File: config.mk
export PLATFORM = sky130hd
export DESIGN_NAME = disk_sector_offset_calc
export DESIGN_NICKNAME = d
export VERILOG_FILES = /design/src/hdl/dsoc_pkg.sv /design/src/hdl/dsoc_decode.sv /design/src/hdl/dsoc_scale.sv /design/src/hdl/disk_sector_offset_calc.sv
export VERILOG_INCLUDE_DIRS = /design/src /design/src/hdl
export SDC_FILE = /design/constraint.sdc
export NUM_CORES = 1
export LEC_CHECK = 0
export ABC_CLOCK_PERIOD_IN_PS = 18800
export BUFFER_PORTS_ARGS = -buffer_cell sky130_fd_sc_hd__buf_2
export CAP_MARGIN = 20
export CORE_MARGIN = 5
export CORE_UTILIZATION = 32
export DETAILED_ROUTE_END_ITERATION = 6
export HOLD_SLACK_MARGIN = 0.05
export PLACE_DENSITY = 0.49
export REMOVE_ABC_BUFFERS = 1
export SLEW_MARGIN = 10
export SYNTH_ARGS = -nofsm -noshare
export SYNTH_HDL_FRONTEND = slang
export SYNTH_SLANG_ARGS = --single-unit
File: constraint.sdc
create_clock -name i_clk -period 18.8 [get_ports i_clk]
set_input_delay 0.94 -clock i_clk [delete_from_list [all_inputs] [get_ports i_clk]]
set_output_delay 0.94 -clock i_clk [all_outputs]
set_load 0.1 [all_outputs]
File: src/hdl/disk_sector_offset_calc_assert.svh
// Assertion macros shared by the sector offset calculator RTL.
`ifndef DISK_SECTOR_OFFSET_CALC_ASSERT_SVH
`define DISK_SECTOR_OFFSET_CALC_ASSERT_SVH

// Implication checked while out of reset.
`define DSOC_ASSERT_IMP(lbl, ante, cons, msg) \
    lbl: assert property (@(posedge i_clk) disable iff (!i_rst_n) (ante) |-> (cons)) \
        else $error(msg);

// Next-cycle implication that also holds across reset.
`define DSOC_ASSERT_NEXT(lbl, ante, cons, msg) \
    lbl: assert property (@(posedge i_clk) (ante) |=> (cons)) else $error(msg);

`endif

File: src/hdl/dsoc_pkg.sv
// Types, codes and zone tables for the sector offset calculator.
package dsoc_pkg;

    localparam logic [2:0] ST_OK          = 3'd0;
    localparam logic [2:0] ST_BAD_ADDR    = 3'd1;
    localparam logic [2:0] ST_SHORT       = 3'd2;
    localparam logic [2:0] ST_UNSUPPORTED = 3'd3;
    localparam logic [2:0] ST_READ_ONLY   = 3'd4;

    localparam logic [1:0] MODE_ZONED  = 2'd0;
    localparam logic [1:0] MODE_LINEAR = 2'd1;

    localparam logic [2:0] CFG_LAYOUT_MODE    = 3'd0;
    localparam logic [2:0] CFG_HEAD_COUNT     = 3'd1;
    localparam logic [2:0] CFG_TRACK_SECTORS  = 3'd2;
    localparam logic [2:0] CFG_SECTOR_BYTES   = 3'd3;
    localparam logic [2:0] CFG_IMAGE_WRITABLE = 3'd4;

    localparam logic [7:0]  ZONE_TRACKS       = 8'd35;
    localparam logic [10:0] ZONE_SECTOR_BYTES = 11'd256;

    // Sectors per zoned track.
    localparam logic [4:0] ZONE_SECTORS [0:34] = '{
        5'd21, 5'd21, 5'd21, 5'd21, 5'd21, 5'd21, 5'd21, 5'd21, 5'd21,
        5'd21, 5'd21, 5'd21, 5'd21, 5'd21, 5'd21, 5'd21, 5'd21,
        5'd19, 5'd19, 5'd19, 5'd19, 5'd19, 5'd19, 5'd19,
        5'd18, 5'd18, 5'd18, 5'd18, 5'd18, 5'd18,
        5'd17, 5'd17, 5'd17, 5'd17, 5'd17
    };

    // Sectors in all tracks ahead of each zoned track.
    localparam logic [9:0] ZONE_BASE [0:34] = '{
        10'd0,   10'd21,  10'd42,  10'd63,  10'd84,  10'd105, 10'd126,
        10'd147, 10'd168, 10'd189, 10'd210, 10'd231, 10'd252, 10'd273,
        10'd294, 10'd315, 10'd336,
        10'd357, 10'd376, 10'd395, 10'd414, 10'd433, 10'd452, 10'd471,
        10'd490, 10'd508, 10'd526, 10'd544, 10'd562, 10'd580,
        10'd598, 10'd615, 10'd632, 10'd649, 10'd666
    };

    typedef struct packed {
        logic [1:0]  layout_mode;
        logic [4:0]  head_count;
        logic [5:0]  track_sectors;
        logic [10:0] sector_bytes;
        logic        image_writable;
    } t_cfg;

    typedef struct packed {
        logic        action;
        logic [7:0]  track_index;
        logic [3:0]  head_index;
        logic [7:0]  sector_index;
        logic [15:0] buffer_bytes;
    } t_req;

    typedef struct packed {
        logic [2:0]  status;
        logic [27:0] byte_offset;
        logic [10:0] transfer_bytes;
    } t_rsp;

    typedef struct packed {
        logic [2:0]  status;
        logic        linear;
        logic [12:0] track_heads;
        logic [3:0]  head;
        logic [7:0]  sector;
        logic [9:0]  zone_block;
    } t_s1;

    typedef struct packed {
        logic [2:0]  status;
        logic        linear;
        logic [18:0] lin_block;
        logic [9:0]  zone_block;
    } t_s2;

    typedef struct packed {
        logic [2:0]  status;
        logic        linear;
        logic [29:0] lin_offset;
        logic [9:0]  zone_block;
    } t_s3;

endpackage

File: src/hdl/dsoc_decode.sv
// First stage: request checks, zone lookup and track times heads.
module dsoc_decode
    import dsoc_pkg::*;
(
    input  logic i_clk,
    input  logic i_rst_n,
    input  t_cfg i_cfg,
    input  logic i_valid,
    input  t_req i_req,
    input  logic i_ready,
    output logic o_ready,
    output logic o_valid,
    output t_s1  o_s1
);

    logic        r_valid;
    t_s1         r_s1;
    t_s1         n_s1;
    logic [10:0] ssize;
    logic [5:0]  zidx;

    assign o_ready = !r_valid || i_ready;
    assign o_valid = r_valid;
    assign o_s1    = r_s1;

    always_comb begin
        ssize = (i_cfg.layout_mode == MODE_ZONED) ? ZONE_SECTOR_BYTES : i_cfg.sector_bytes;
        zidx  = (i_req.track_index < ZONE_TRACKS) ? i_req.track_index[5:0] : 6'd0;

        n_s1.linear      = (i_cfg.layout_mode == MODE_LINEAR);
        n_s1.track_heads = 13'(i_req.track_index) * 13'(i_cfg.head_count);
        n_s1.head        = i_req.head_index;
        n_s1.sector      = i_req.sector_index;
        n_s1.zone_block  = ZONE_BASE[zidx] + 10'(i_req.sector_index);

        // Priority: write protect, short buffer, layout, address range.
        if (i_req.action && !i_cfg.image_writable) begin
            n_s1.status = ST_READ_ONLY;
        end else if (i_req.buffer_bytes < 16'(ssize)) begin
            n_s1.status = ST_SHORT;
        end else if (i_cfg.layout_mode == MODE_ZONED) begin
            if (i_req.action) begin
                n_s1.status = ST_UNSUPPORTED;
            end else if (i_req.track_index >= ZONE_TRACKS ||
                         i_req.sector_index >= 8'(ZONE_SECTORS[zidx])) begin
                n_s1.status = ST_BAD_ADDR;
            end else begin
                n_s1.status = ST_OK;
            end
        end else if (i_cfg.layout_mode == MODE_LINEAR) begin
            n_s1.status = (i_req.sector_index >= 8'(i_cfg.track_sectors)) ?
                          ST_BAD_ADDR : ST_OK;
        end else begin
            n_s1.status = ST_UNSUPPORTED;
        end
    end

    always_ff @(posedge i_clk) begin
        if (!i_rst_n) begin
            r_valid <= 1'b0;
        end else if (o_ready) begin
            r_valid <= i_valid;
        end
    end

    always_ff @(posedge i_clk) begin
        if (o_ready && i_valid) begin
            r_s1 <= n_s1;
        end
    end

endmodule

File: src/hdl/dsoc_scale.sv
// Second and third stages: linear sector number, then scale by sector size.
module dsoc_scale
    import dsoc_pkg::*;
(
    input  logic i_clk,
    input  logic i_rst_n,
    input  t_cfg i_cfg,
    input  logic i_valid,
    input  t_s1  i_s1,
    input  logic i_ready,
    output logic o_ready,
    output logic o_valid,
    output t_s3  o_s3
);

    logic r_v2;
    logic r_v3;
    t_s2  r_s2;
    t_s3  r_s3;
    t_s2  n_s2;
    t_s3  n_s3;
    logic ready3;

    assign ready3  = !r_v3 || i_ready;
    assign o_ready = !r_v2 || ready3;
    assign o_valid = r_v3;
    assign o_s3    = r_s3;

    always_comb begin
        n_s2.status     = i_s1.status;
        n_s2.linear     = i_s1.linear;
        n_s2.zone_block = i_s1.zone_block;
        n_s2.lin_block  = 19'(i_s1.track_heads + 13'(i_s1.head)) *
                          19'(i_cfg.track_sectors) + 19'(i_s1.sector);

        n_s3.status     = r_s2.status;
        n_s3.linear     = r_s2.linear;
        n_s3.zone_block = r_s2.zone_block;
        n_s3.lin_offset = 30'(r_s2.lin_block) * 30'(i_cfg.sector_bytes);
    end

    always_ff @(posedge i_clk) begin
        if (!i_rst_n) begin
            r_v2 <= 1'b0;
            r_v3 <= 1'b0;
        end else begin
            if (o_ready) begin
                r_v2 <= i_valid;
            end
            if (ready3) begin
                r_v3 <= r_v2;
            end
        end
    end

    always_ff @(posedge i_clk) begin
        if (o_ready && i_valid) begin
            r_s2 <= n_s2;
        end
        if (ready3 && r_v2) begin
            r_s3 <= n_s3;
        end
    end

endmodule

File: src/hdl/disk_sector_offset_calc.sv
// Top level of the disk sector offset calculator.
// Maps one sector request (read or write, track, head, sector, buffer length)
// to a byte offset in the disk image and a transfer length, or to an error
// status. The path is four register stages deep: checks and zone lookup,
// track*heads+head times sectors per track plus sector, scale by sector size,
// then the overflow check into the output register. While o_stall is low a
// request enters every cycle, so throughput is one request per clock; each
// request passes stages 2 and 3 into the output register, where o_valid rises.
// Each stage holds its request only while the stage ahead is full and stalled;
// o_stall rises only when all four stages are occupied. Configuration registers
// are read live by every stage, so write them only while no request is in flight.
`include "disk_sector_offset_calc_assert.svh"

module disk_sector_offset_calc
    import dsoc_pkg::*;
(
    input  logic        i_clk,
    input  logic        i_rst_n,
    // configuration write port
    input  logic        i_cfg_we,
    input  logic [2:0]  i_cfg_idx,
    input  logic [10:0] i_cfg_data,
    // request channel
    input  logic        i_valid,
    output logic        o_stall,
    input  t_req        i_req,
    // response channel
    output logic        o_valid,
    input  logic        i_stall,
    output t_rsp        o_rsp
);

    // Configuration registers
    t_cfg r_cfg;

    always_ff @(posedge i_clk) begin
        if (!i_rst_n) begin
            r_cfg.layout_mode    <= 2'd2;
            r_cfg.head_count     <= 5'd2;
            r_cfg.track_sectors  <= 6'd18;
            r_cfg.sector_bytes   <= 11'd512;
            r_cfg.image_writable <= 1'b0;
        end else if (i_cfg_we) begin
            case (i_cfg_idx)
                CFG_LAYOUT_MODE:    r_cfg.layout_mode    <= i_cfg_data[1:0];
                CFG_HEAD_COUNT:     r_cfg.head_count     <= i_cfg_data[4:0];
                CFG_TRACK_SECTORS:  r_cfg.track_sectors  <= i_cfg_data[5:0];
                CFG_SECTOR_BYTES:   r_cfg.sector_bytes   <= i_cfg_data;
                CFG_IMAGE_WRITABLE: r_cfg.image_writable <= i_cfg_data[0];
                default: ;
            endcase
        end
    end

    // Stage 1: checks
    logic dec_ready;
    logic dec_valid;
    t_s1  dec_s1;
    logic scl_ready;
    logic scl_valid;
    t_s3  scl_s3;

    // Stage 4: output register
    logic r_o_valid;
    t_rsp r_rsp;
    t_rsp n_rsp;
    logic out_ready;

    assign out_ready = !r_o_valid || !i_stall;
    assign o_stall   = !dec_ready;
    assign o_valid   = r_o_valid;
    assign o_rsp     = r_rsp;

    dsoc_decode u_decode (
        .i_clk   (i_clk),
        .i_rst_n (i_rst_n),
        .i_cfg   (r_cfg),
        .i_valid (i_valid),
        .i_req   (i_req),
        .i_ready (scl_ready),
        .o_ready (dec_ready),
        .o_valid (dec_valid),
        .o_s1    (dec_s1)
    );

    // Stages 2 and 3: linear address arithmetic
    dsoc_scale u_scale (
        .i_clk   (i_clk),
        .i_rst_n (i_rst_n),
        .i_cfg   (r_cfg),
        .i_valid (dec_valid),
        .i_s1    (dec_s1),
        .i_ready (out_ready),
        .o_ready (scl_ready),
        .o_valid (scl_valid),
        .o_s3    (scl_s3)
    );

    // Final status: a linear offset at or past 2^28 is a bad address.
    always_comb begin
        n_rsp.status         = scl_s3.status;
        n_rsp.byte_offset    = 28'd0;
        n_rsp.transfer_bytes = 11'd0;
        if (scl_s3.status == ST_OK) begin
            if (scl_s3.linear) begin
                if (scl_s3.lin_offset[29:28] != 2'd0) begin
                    n_rsp.status = ST_BAD_ADDR;
                end else begin
                    n_rsp.byte_offset    = scl_s3.lin_offset[27:0];
                    n_rsp.transfer_bytes = r_cfg.sector_bytes;
                end
            end else begin
                n_rsp.byte_offset    = {10'd0, scl_s3.zone_block, 8'd0};
                n_rsp.transfer_bytes = ZONE_SECTOR_BYTES;
            end
        end
    end

    always_ff @(posedge i_clk) begin
        if (!i_rst_n) begin
            r_o_valid <= 1'b0;
        end else if (out_ready) begin
            r_o_valid <= scl_valid;
        end
    end

    always_ff @(posedge i_clk) begin
        if (out_ready && scl_valid) begin
            r_rsp <= n_rsp;
        end
    end

    // Errors never carry an offset or a length.
    `DSOC_ASSERT_IMP(a_err_zero, o_valid && o_rsp.status != ST_OK, o_rsp.byte_offset == 28'd0 && o_rsp.transfer_bytes == 11'd0, "error response carries offset or length")
    // Back-pressure reaches the input only when every stage is full.
    `DSOC_ASSERT_IMP(a_stall_full, o_stall, dec_valid && scl_valid && r_o_valid && i_stall, "input stalled with a free stage")
    // A good response moves one zoned sector or one configured sector.
    `DSOC_ASSERT_IMP(a_ok_len, o_valid && o_rsp.status == ST_OK, o_rsp.transfer_bytes == ZONE_SECTOR_BYTES || o_rsp.transfer_bytes == r_cfg.sector_bytes, "bad transfer length")
    // Reset empties the pipeline.
    `DSOC_ASSERT_NEXT(a_rst_empty, !i_rst_n, !o_valid && !dec_valid && !scl_valid, "pipeline not empty after reset")

endmodule
Yosys cells after proc, flatten, opt, wreduce, memory -nomap -nowiden
Memories as Yosys holds them, arrays and structs flattened. Index checks and enable logic that the tools add are counted.

Register bits after elaboration: 187. Output and inout port bits: 44. Bits in latches: 0. Word-level logic and storage cells: 96. Memories: 2. Input port bits: 56. Bits in writable memories: 0. Bits in read-only memories: 960.

Equal/unequal tests: 5. Bitwise logic cells: 3. $add $sub $neg: 3. Reduce and logical (&&, ||, !) cells: 28. Multiply operators: 3. Div/mod/pow operators: 0. Muxes and demuxes: 17. Magnitude comparators: 6. Shift operators: 0.

Memory list: (name not given) (depth 64, width 10, read ports 1, clocked after Yosys merged registers in 0, write ports 0, line dsoc_decode.sv:34) `n_s1.zone_block = ZONE_BASE[zidx] + 10'(i_req.sector_index);`; (name not given) (depth 64, width 5, read ports 1, clocked after Yosys merged registers in 0, write ports 0, line dsoc_decode.sv:45) `i_req.sector_index >= 8'(ZONE_SECTORS[zidx])) begin`.

Operators with widths (count): $mux W39 (2); $mux W42 (1); $mul A19 B11 Y30 (1); $mux W10 (2); $add A19 B8 Y19 (1); $mul A19 B6 Y19 (1); $mux W3 (6); $lt A16 B11 Y1 (1); $add A13 B4 Y14 (1); $mul A8 B5 Y13 (1); $mux W11 (1); $add A10 B8 Y10 (1); $mux W5 (2); $reduce_and A2 Y1 (5); $ge A8 B5 Y1 (1); $ge A8 B6 Y1 (1); $ge A8 B6 Y1 const B (1); $lt A8 B6 Y1 const B (1); $ge A7 B7 Y1 const B (1); $logic_not A1 Y1 (7); $not A6 Y7 (1); $eq A3 B2 Y1 const B (2); $logic_not A3 Y1 (2); $mux W6 (1); 11 further kinds (21).

Longest topological paths before layout
Gate-level depths: netlist of run 1.

Depth in word-level cells: 12. Depth in mapped cells: 25. Gate-level depth less buffers: 25.

Hierarchy
A second synthesis of run 1 with hierarchy kept.

Cell total of the unflattened synthesis: 1899. Area, all modules: 19282.2 sq um.

By module, submodules not included: dsoc_scale (instances 1, cells each 1214, seq. area each 2352.3 sq um, area an instance 12213.0 sq um); dsoc_decode (instances 1, cells each 429, seq. area each 1191.1 sq um, area an instance 4036.4 sq um); disk_sector_offset_calc (instances 1, cells each 256, seq. area each 1781.7 sq um, area an instance 3032.9 sq um).

Worst setup path before layout of run 1
No wires, ideal clock.

Path type: flip-flop to flip-flop. Start point: register u_decode.r_s1 (netlist bit u_decode.o_s1[19]). End point: register u_scale.r_s2[25] (netlist name), data pin. Data required time: 18.542 ns. Library setup time: 0.258 ns. Clock period less this slack: 5.930 ns. Stages on the path, launching flop included: 25. Path slack: 12.870 ns. Arrival: 5.673 ns. Path buffers: 0. Cells stage by stage: edfxtp_1 -> ha_1 -> a21o_1 -> a21oi_1 -> nor2b_1 -> nor2_1 -> nor2b_1 -> xnor2_1 -> nor2b_1 -> fa_1 -> inv_1 -> fa_1 -> inv_1 -> fa_1 -> inv_1 -> fa_1 -> inv_1 -> ha_1 -> o21a_1 -> a2111oi_0 -> o31ai_1 -> a21oi_1 -> o21ai_0 -> a21oi_1 -> xnor2_1.

RTL lines: start: declaration (line dsoc_decode.sv:17) `t_s1 r_s1;`; start signal: assignment (line dsoc_decode.sv:68) `r_s1 <= n_s1;`; end signal: assignment (line dsoc_scale.sv:58) `r_s2 <= n_s2;`; end: declaration (line dsoc_scale.sv:18) `t_s2 r_s2;`.

==> flow_summary_export.csv, run 1 <==
group,metric,value,unit
cts,cts_root_buffer,"clkbuf_16",
yosys,synth_ff_type,"edfxtp_1",
yosys,synth_top_cell_by_area,"edfxtp_1",
finish,drive_above_1_share,8.03,%
critical_path,r2r-start,"u_decode.o_s1[19]",
finish,fillCellCount,5896,
timing,drv_slew,0,
timing,tns,0,ns
cts,cts-buffers-inserted,17,
cts,cts-htree-levels,4,
min_path,hp-class,"reg -> reg",
route,finalWirelength,42600,um
critical_path,critPathRequiredTime,19.00,ns
yosys,synth_compound_area_share,8.28,%
route,vias,12564,
placed_design,gp_congestion,0.829,
grt,antenna_found_initial,4,
power_and_ir_drop,switching_share,38.4,%
grt,grt_pass1_wl,70400,um
cts,clock-sinks,187,
critical_path,slowest_stage,"a2111oi_0",
critical_path,worstPathArrival,6.70,ns
yosys,synth_seq_cells,187,
die,die_area,0.0626,mm2
critical_path,path_cells,"ha_1 -> a21o_1 -> a21oi_1 -> nor2b_1 -> nor2_1 -> nor2b_1 -> xnor2_1 -> nor2b_1 -> fa_1 -> inv_1 -> fa_1 -> inv_1 -> fa_1 -> inv_1 -> fa_1 -> inv_1 -> ha_1 -> o21a_1 -> a2111oi_0 -> o31ai_1 -> a21oi_1 -> o21ai_0 -> a21oi_1 -> xnor2_1",
yosys,synth-simple-area-share,15.9,%
cts,clk_pin_slew,0.07,ns
finish,stdcell_area,0.0203,mm2
timing,fin_skew,0.0143,ns
power_and_ir_drop,p_leak,9.02,nW
yosys,netlist_area,0.0185,mm2
timing,fin_ws,12.30,ns
finish,final_common_cell,"inv_1",
timing,hold_ws,0.422,ns
placed_design,io_buffers,99,
yosys,ys_types,62,
cts,cts_tree,"yes",
yosys,ys_seq_area_share,28.8,%
route,postRouteAntennaNets,0,
cts,clock_latency,0.45,ns
grt,overflow,0,
critical_path,cp_max_fo,6,
timing,worst_pin_slew,1.04,ns
timing,relSlewSlack,30.4,%
yosys,async_reset_ff_share,0,%
yosys,yosysWarnings,0,
power_and_ir_drop,power_density,75.3,mW/mm2
outcome,status,"finished, final reports clean",
route,drc,0,
placed_design,placed_area,0.0197,mm2
route,wl_per_cell,15.9,um
yosys,synthTopCellsByArea,"edfxtp_1 (26%), fa_1 (24%), ha_1 (11%)",
placed_design,dp_hpwl,34700,um
cts,postCtsHoldBufs,0,
cts,post_cts_resized,0,
finish,areaGrowthSynthToFinish,10.1,%
timing,clock.fmax,0.154,GHz
finish,multi_input_area,0.0119,mm2
cts,cts_setup_buffers,0,
grt,grt_pass1_vias,13056,
die,coreArea,0.0575,mm2
route,via_per_inst,4.70,
critical_path,cp-endpoint,"u_scale.r_s2[25]",
yosys,synth_cells,1846,
critical_path,cp-startpoint,"u_decode.o_s1[19]",
finish,utilization,35.4,%
finish,nets,2341,
cts,clock_path_buffers,2,
yosys,post-synth-top-area-fraction,25.7,%
critical_path,regToRegSetupSlack,12.30,ns
power_and_ir_drop,internal-power,0.942,mW
power_and_ir_drop,combPwrFrac,39.4,%
yosys,synth_edf_count,158,
power_and_ir_drop,p_seq_share,37.0,%
die,die_x,250,um
timing,hold_viol,0,
placed_design,dp_slack,12.37,ns
yosys,synthAdderAreaFrac,35.8,%
yosys,syn_area_per_cell,10.0,um2
timing,min_period,6.50,ns
die,die-height,250,um
route,dr.pass1.iters,5,
critical_path,critical_path_class,"reg -> reg",
grt,globalRouteTotalUtil,13.8,%
critical_path,setup.worst_path.start_class,"register",
die,initial_core_util,32.1,%
finish,regArea,0.00533,mm2
critical_path,endpoint_kind,"register",
critical_path,slowest_delay,0.57,ns
power_and_ir_drop,p_sw,0.588,mW
critical_path,timing.rr.end,"u_scale.r_s2[25]",
die,fp-row-count,88,
timing,setup_viol,0,
die,ios,100,
power_and_ir_drop,ir_drop,0.0695,mV
finish,most-common-layout-cells,"inv_1 (264), nand2_1 (239), fa_1 (225)",
timing,period_share,34.6,%
grt,grt_max_degree,45,
critical_path,r2r_cells,24,
yosys,synth_top_family_by_area,"adder cells",
route,drt_iter0_markers,716,
power_and_ir_drop,clkPwrFrac,23.6,%
yosys,synth-xor-area-share,3.41,%
timing,rsz0062_at_grt,"no",
job,max_cap_violations,0,
yosys,synthMuxAreaShare,0.765,%
-- power by group through the flow --
stage                     Clock, mW  Sequential (mW)  Combinational, mW
final                         0.361            0.566              0.603
after global routing          0.390            0.571              0.702
after CTS                     0.375            0.566              0.616
after detailed placement          0            0.575              0.610
after global placement            0            0.575              0.606
after floorplan                   0            0.557              0.456
-- cells in the mapped netlist (2+ instances only) --
master     count
nor2_1        86
a2111oi_0      2
nand4_1        6
ha_1         168
a31oi_1       12
and3_1        12
xnor2_1       49
nand3_1       13
a211oi_1       8
fa_1         225
mux2i_1       13
inv_1        264
nor3_1         7
a21boi_0      13
a311o_1        2
o21ai_0       33
nand2_1      239
o21a_1         7
o311ai_0       2
o211ai_1       7
or3_1          3
o32ai_1        2
xor2_1        23
a211o_1        3
nor4_1         6
o2bb2ai_1      2
or2_2          3
o22ai_1        3
clkbuf_1      76
nand3b_1       2
edfxtp_1     158
clkinv_1       3
nand2b_1      12
dfxtp_1       29
o31ai_1        4
o21bai_1      11
nor2b_1       48
and2_1       160
a21oi_1       82
a21o_1        26
-- layer usage --
layer,global-route usage [%],share of wire (%)
met5,0,0.094
met4,2.71,1.3
met3,2.37,3.8
met2,22.7,48
met1,19.2,47
-- sequential cells by signal (all words and copies together) (netlist names) --
register          count
u_scale.r_v2          1
u_decode.o_valid      1
u_scale.r_s2         19
r_cfg                25
o_valid               1
u_scale.o_s3         44
u_scale.o_valid       1
u_decode.o_s1        39
u_scale.n_s3         14
o_rsp                42
-- layout make-up --
class                   count  share of cell area, %
multi-input cells        1314                   58.5
flip-flops and latches    187                   26.2
inverters                 268                   4.95
well taps                 765                   4.71
repair buffers            104                   2.74
clock buffers              19                   2.18
clock inverters            13                  0.720
diodes                      2                 0.0246
-- cell families (layout without fill, tap and decap cells) --
kind of cell,after synthesis,after routing
and+or+nand+nor,602,602
muxes,14,14
buffers and inverters,345,404
AOI/OAI and AO/OA,233,233
DFF,187,187
adders and majority gates,393,393
other,0,2
xor gates and xnor gates,72,72
-- worst max-delay path: cells and delay by family, from the launching register on --
family	cells	cell delay [ns]
flops	1	0.43
compound gates	8	1.91
simple gates	4	0.62
buf+inv	4	0.20
xor+xnor	2	0.50
fa+ha+maj	6	2.61
-- worst min path at each step --
| stage | from | end | slack [ns] | cells past startpoint |
|---|---|---|---|---|
| floorplan | u_decode.o_s1[0] | u_scale.n_s3[0] | 0.40 | 0 |
| global placement | u_scale.n_s3[42] | u_scale.o_s3[42] | 0.40 | 0 |
| detailed placement | u_scale.n_s3[1] | u_scale.o_s3[1] | 0.40 | 0 |
| CTS | u_scale.n_s3[1] | u_scale.o_s3[1] | 0.42 | 0 |
| global route | u_scale.n_s3[43] | u_scale.o_s3[43] | 0.43 | 0 |
| finish | u_scale.n_s3[1] | u_scale.o_s3[1] | 0.42 | 0 |
-- per-stage QoR --
step | power (mW) | cells
2_1_floorplan | 1.01 | 1769
3_3_place_gp | 1.18 | 2636
3_5_place_dp | 1.19 | 2636
4_1_cts | 1.56 | 2668
5_1_grt | 1.66 | 2670
6_report | 1.53 | 2672
Power figures use the tool's default switching activity.
==> run 2: changes to the inputs <==
--- a/config.mk
+++ b/config.mk
@@ -6,14 +6,14 @@
 export SDC_FILE = /design/constraint.sdc
 export NUM_CORES = 1
 export LEC_CHECK = 0
-export ABC_CLOCK_PERIOD_IN_PS = 18800
+export ABC_CLOCK_PERIOD_IN_PS = 5500
 export BUFFER_PORTS_ARGS = -buffer_cell sky130_fd_sc_hd__buf_2
 export CAP_MARGIN = 20
 export CORE_MARGIN = 5
 export CORE_UTILIZATION = 32
 export DETAILED_ROUTE_END_ITERATION = 6
 export HOLD_SLACK_MARGIN = 0.05
-export PLACE_DENSITY = 0.49
+export PLACE_DENSITY = 0.51
 export REMOVE_ABC_BUFFERS = 1
 export SLEW_MARGIN = 10
 export SYNTH_ARGS = -nofsm -noshare
==> constraint.sdc (replaced) <==
create_clock -name i_clk -period 5.5 [get_ports i_clk]
set_input_delay 0.275 -clock i_clk [delete_from_list [all_inputs] [get_ports i_clk]]
set_output_delay 0.275 -clock i_clk [all_outputs]
set_load 0.1 [all_outputs]
==> flow_summary_export.csv, run 2 (synthesis gave the netlist of run 1 again) <==
group,metric,value,unit
finish,largest_register_ff_count,44,
placed_design,gp_congestion,0.839,
cts,cts-htree-levels,4,
finish,most-common-layout-cells,"inv_1 (254), nand2_1 (227), fa_1 (214)",
cts,clock-sinks,187,
timing,relSlewSlack,28.9,%
power_and_ir_drop,p_sw,2.39,mW
timing,hold_ws,0.0683,ns
critical_path,critical_path_class,"reg -> reg",
cts,cts_tree,"yes",
timing,min_period,5.46,ns
power_and_ir_drop,internal-power,3.95,mW
finish,drive_above_1_share,20.7,%
die,coreArea,0.0575,mm2
route,drt_iter0_markers,651,
timing,hold_viol,0,
grt,overflow,0,
critical_path,cp_max_fo,3,
die,die-height,250,um
critical_path,worstPathArrival,5.67,ns
grt,grt_pass1_wl,72000,um
die,ios,100,
timing,worst_pin_slew,1.06,ns
route,postRouteAntennaNets,0,
cts,cts-buffers-inserted,17,
route,dr.pass1.iters,6,
timing,drv_slew,0,
grt,globalRouteTotalUtil,13.9,%
cts,clock_path_buffers,2,
cts,clock_latency,0.47,ns
grt,antenna_found_initial,5,
grt,grt_max_degree,45,
cts,cts_root_buffer,"clkbuf_16",
grt,grt_pass1_vias,13790,
power_and_ir_drop,clkPwrFrac,21.2,%
die,initial_core_util,32.1,%
finish,nets,2519,
route,vias,13170,
route,finalWirelength,44200,um
power_and_ir_drop,combPwrFrac,50.4,%
finish,instances_no_fill,2853,
job,max_cap_violations,0,
route,via_per_inst,4.62,
timing,clock.fmax,0.183,GHz
die,die_area,0.0626,mm2
power_and_ir_drop,p_seq_share,28.5,%
timing,rsz0062_at_grt,"yes",
cts,clk_pin_slew,0.08,ns
power_and_ir_drop,switching_share,37.7,%
power_and_ir_drop,power_density,283,mW/mm2
critical_path,critPathRequiredTime,5.70,ns
die,fp-row-count,88,
die,die_x,250,um
finish,final_common_cell,"inv_1",
timing,period_share,99.3,%
power_and_ir_drop,p_leak,9.99,nW
route,wl_per_cell,15.5,um
finish,utilization,39.0,%
placed_design,numPlacedInstances,2769,
timing,fin_skew,0.0197,ns
timing,setup_viol,0,
critical_path,setup.worst_path.start_class,"register",
min_path,hp-class,"in -> reg",
finish,areaGrowthSynthToFinish,21.5,%
outcome,status,"finished, final reports clean",
critical_path,endpoint_kind,"register",
placed_design,dp_hpwl,35600,um
placed_design,io_buffers,99,
route,drc,0,
power_and_ir_drop,ir_drop,0.238,mV
[run 2: changes by cell type in the layout (fill, tap and decap cells not counted), sizes merged]
cell         change
clkinv           +4
diode            +3
dlygate4sd3      +6
inv              -2
buf            +170
[run 2: layout make-up]
type	instances	area, um2
Fill cell	5695	35000
Multi-Input combinational cell	1314	12400
Sequential cell	187	5350
Timing Repair Buffer	282	2040
Inverter	268	1010
Tap cell	765	957
Clock buffer	17	425
Clock inverter	15	233
Antenna cell	5	12.5
[run 2: power by group through the flow]
stage | clock network, mW | registers (mW) | logic (mW)
after CTS | 1.39 | 1.84 | 2.85
final | 1.34 | 1.80 | 3.19
after global placement | 0 | 1.88 | 2.58
after floorplan | 0 | 1.90 | 1.56
after global routing | 1.44 | 1.82 | 3.58
after detailed placement | 0 | 1.88 | 2.61
[run 2: timing repair]
item,in CTS,in global routing
endpoints found under the setup margin,16,24
gates resized for setup,41,99
pin swaps,37,84
setup buffers,9,32
hold endpoints to repair,6,0
gates cloned,0,2
hold buffers,6,0
[run 2: worst paths after layout]
path	end	startpoint	cells after the start	slack, ns
worst max-delay path	u_scale.r_s2[27]	u_decode.o_s1[18]	24	0.04
worst min-delay path	u_decode.o_s1[10]	i_req[16]	1	0.07
worst max register to register	u_scale.r_s2[27]	u_decode.o_s1[18]	24	0.04
worst min register to register	u_scale.o_s3[42]	u_scale.n_s3[42]	0	0.43
[run 2: metal layers]
| metal | global-route usage (%) | up-vias | share of wire (%) | wire [um] |
|---|---|---|---|---|
| li1 | - | 6424 | - | - |
| met1 | 18.8 | 6507 | 46 | 20400 |
| met2 | 23.9 | 204 | 49 | 21600 |
| met3 | 2.29 | 35 | 3.6 | 1600 |
| met4 | 2.81 | 0 | 1.4 | 605 |
| met5 | 0 | - | 0 | 0 |
[run 2: through the flow]
stage | area [um2] | setup WS (ns) | setup TNS, ns | total power, mW
6_report | 22400 | 0.0374 | 0 | 6.34
5_1_grt | 22400 | -0.238 | -1.23 | 6.84
4_1_cts | 21700 | -0.0549 | -0.0818 | 6.08
3_5_place_dp | 20700 | -0.338 | -2.28 | 4.50
3_3_place_gp | 20700 | -0.279 | -1.75 | 4.46
2_1_floorplan | 18200 | -0.430 | -1.65 | 3.46
[run 2: worst max-delay path: stages, from the launching register on]
cell and delay, ns:
edfxtp_1 0.37, ha_2 0.21, fa_2 0.34, a21o_1 0.17
a21oi_2 0.11, buf_4 0.14, xnor2_2 0.07, and2_4 0.16
fa_1 0.51, inv_2 0.04, fa_1 0.49, inv_2 0.04
fa_1 0.49, inv_1 0.05, fa_1 0.51, inv_2 0.05
ha_4 0.21, o21a_4 0.23, a2111oi_4 0.39, o31ai_4 0.12
buf_4 0.15, nand4_1 0.08, a31oi_1 0.08, nor2_1 0.12
xnor2_1 0.08
